<file path="src/sv/sfa_ram.sv">
// ----------------------------------------------------------------------------
// sfa_ram
// Generic single-clock RAM: one write port, one read port, registered read.
// ----------------------------------------------------------------------------
`default_nettype none

module sfa_ram #(
  parameter int WIDTH = 8,
  parameter int DEPTH = 16
) (
  input  wire logic                     clk,
  input  wire logic                     we,
  input  wire logic [$clog2(DEPTH)-1:0] waddr,
  input  wire logic [WIDTH-1:0]         wdata,
  input  wire logic                     re,
  input  wire logic [$clog2(DEPTH)-1:0] raddr,
  output logic      [WIDTH-1:0]         rdata
);

  logic [WIDTH-1:0] mem [DEPTH];

  always_ff @(posedge clk) begin
    if (we) begin
      mem[waddr] <= wdata;
    end
    // Read data holds while no read is issued.
    if (re) begin
      rdata <= mem[raddr];
    end
  end

endmodule

`default_nettype wire
</file>
<file path="config.mk">
export PLATFORM = sky130hd
export DESIGN_NAME = sfa_ram
export DESIGN_NICKNAME = d
export VERILOG_FILES = /design/src/sv/sfa_ram.sv
export SDC_FILE = /design/constraint.sdc
export NUM_CORES = 1
export LEC_CHECK = 0
export ABC_AREA = 0
export BUFFER_PORTS_ARGS = -buffer_cell sky130_fd_sc_hd__buf_2
export CAP_MARGIN = 20
export CORE_UTILIZATION = 60
export DETAILED_ROUTE_END_ITERATION = 10
export PLACE_DENSITY_LB_ADDON = 0.15
export SYNTH_ARGS = -nofsm -noshare
export SYNTH_HDL_FRONTEND = slang
export SYNTH_SLANG_ARGS = --single-unit
</file>
<file path="constraint.sdc">
create_clock -name clk -period 4.9 [get_ports clk]
set_clock_uncertainty 0.05 [all_clocks]
set_input_delay 0.245 -clock clk [delete_from_list [all_inputs] [get_ports clk]]
set_output_delay 0.245 -clock clk [all_outputs]
set_load 0.05 [all_outputs]
</file>
==> results.json <==
{
  "status": "finished clean",
  "initial_core_util": 0.627,
  "postCtsResizedCells": 0,
  "hp-class": "in -> reg",
  "setup_ws_ns": 3.02,
  "pre_cts_slack_ns": 2.47,
  "p_total_mw": 2.66,
  "io_buffers": 26,
  "grt_max_degree": 33,
  "die_width_um": 95.3,
  "crit_fanout": 32,
  "crit_chain": "buf_2, mux4_1, a22oi_1, nand2_1",
  "cts_setup_buffers": 0,
  "dieHeight_um": 95.3,
  "syn2layout_area_growth_pct": 14.7,
  "required_ns": 5.11,
  "routed_wl_um": 10100,
  "placed_cells": 352,
  "nets": 286,
  "cts.sink_count": 136,
  "cts_tree": "yes",
  "crit_path_end": "rdata[4]",
  "max_slew_margin": 0.278,
  "final_cells": 385,
  "grt_antenna_before_repair": 0,
  "worstSkewPairLatency_ns": 0.52,
  "drt_first_iter_violations": 194,
  "fin_crit_sh": 0.383,
  "place_congestion": 0.723,
  "grt_pass1_wl_um": 15200,
  "syn_inst": 229,
  "ys_ff_latch": 136,
  "reg2reg_depth": 3,
  "via_per_inst": 6.28,
  "maxSlewViolCount": 0,
  "r2r_slack_ns": 3.34,
  "setup_viol": 0,
  "grt_util_all_layers": 0.257,
  "synth_area_per_cell_sq_um": 22.8,
  "final_antenna_net_count": 0,
  "hpwl_um": 5780,
  "tightest_slew_ns": 1.08,
  "synth_area_sq_um": 5230,
  "r2r-start": "mem[2][0]",
  "drtPass1Iterations": 4,
  "overflow": 0,
  "drive_above_1_share": 0.271,
  "numCtsBuffers": 17,
  "cts.hold.buffers_added": 0,
  "layout_common_cells": "136 x edfxtp_1, 26 x buf_2, 18 x mux4_2",
  "antenna-diode-count": 0,
  "fillers": 497,
  "period_needed_ns": 1.88,
  "num_rows": 33,
  "powerDensity_nw_per_um2": 443,
  "htree_levels": 4,
  "cts-root-buf": "clkbuf_8",
  "final.setup.tns_ns": 0,
  "rsz0062_at_grt": "false",
  "post-route-util": 0.719,
  "die_area_sq_um": 9090,
  "cpPeakStageDelay_ns": 0.80,
  "drc_errors": 0,
  "wire_per_inst_um": 26.3,
  "fmax_mhz": 533,
  "grt_pass1_vias": 2522,
  "yosysSeqAreaShare": 0.781,
  "leakage_nw": 2.00,
  "cap_violations": 0,
  "hold_viol_final": 0,
  "placedInstanceArea_sq_um": 5430,
  "io_pins": 27,
  "r2r_end": "rdata[0]",
  "worstSetupStartpointType": "primary input",
  "crit_arrival_ns": 2.09,
  "synthDistinctLibCells": 18,
  "crit_slowest_cell": "buf_2",
  "worstSetupEndpointType": "flip-flop",
  "fin_hold_ws_ns": 0.0548,
  "clkTransAtPathRegs_ns": 0.06,
  "clk_path_buf_depth": 2,
  "design_area_sq_um": 6000,
  "ys_warn_count": 0,
  "max-vdd-ir-drop_uv": 274,
  "final_common_cell": "edfxtp_1",
  "core-area_sq_um": 8340,
  "vias": 2419,
  "critical_path_class": "in -> reg",
  "synth.net_count": 248,
  "setup.worst_path.start": "raddr[0]"
}
-- layout make-up --
class                   instances  area, sq um  share of cell area
well taps                     105          131              0.0219
repair buffers                 29          156              0.0261
clock inverters                11          130              0.0217
multi-input cells              83         1070               0.178
clock buffers                  21          429              0.0715
flip-flops and latches        136         4080               0.681
-- state kept, by name, indices dropped and copies added (netlist names) --
signal / count
rdata: 8
mem: 128
-- worst max-delay path: cells and delay by family --
kind / cells / cell delay [ns]
muxes: 1 / 0.65
AOI/OAI and AO/OA: 1 / 0.29
buffers and inverters: 1 / 0.80
and+or+nand+nor: 1 / 0.09
-- where the power goes --
group	leakage, nW	switching (mW)	total [mW]	internal [mW]
sequential	1.24	0.00719	1.32	1.31
clock	0.274	0.441	1.21	0.766
combinational	0.492	0.0869	0.133	0.0459
-- synthesized netlist by cell type --
cell type          n  area share
edfxtp_1         136        0.78
mux4_2            18       0.078
a22oi_1           16       0.023
mux4_1            14       0.070
nor2_1            13      0.0093
nand2_1            9      0.0065
nor3_1             4      0.0038
buf_2              3      0.0029
buf_6              3      0.0065
clkdlybuf4s25_2    3      0.0057
nand2b_1           2      0.0024
nand3b_1           2      0.0029
and2_1             1      0.0012
and2b_1            1      0.0014
buf_4              1      0.0014
nand3_1            1     0.00096
nor2b_1            1      0.0012
or3b_2             1      0.0017
-- layer usage --
metal | global-route usage | vias up | share of wire
li1 | - | 1057 | -
met1 | 0.363 | 1221 | 0.42
met2 | 0.383 | 130 | 0.48
met3 | 0.0789 | 11 | 0.086
met4 | 0.0985 | 0 | 0.012
met5 | 0 | - | 0
-- how the worst min path moves through the flow --
stage,from,slack [ns],endpoint,cells past startpoint
after detailed placement,re,0.59,rdata[5],1
after CTS,re,0.05,rdata[5],1
after floorplan,wdata[0],0.29,mem[0][0],0
after global placement,re,0.58,rdata[5],1
final,re,0.05,rdata[5],1
after global routing,re,0.05,rdata[4],1
-- cells by family (layout without fill, tap and decap cells) --
kind of cell,after synthesis,after routing,synth area share
compound gates,16,16,0.0230
buf+inv,10,61,0.0165
flops,136,136,0.781
mux,32,32,0.148
simple gates,35,35,0.0314
Power figures use the tool's default switching activity.
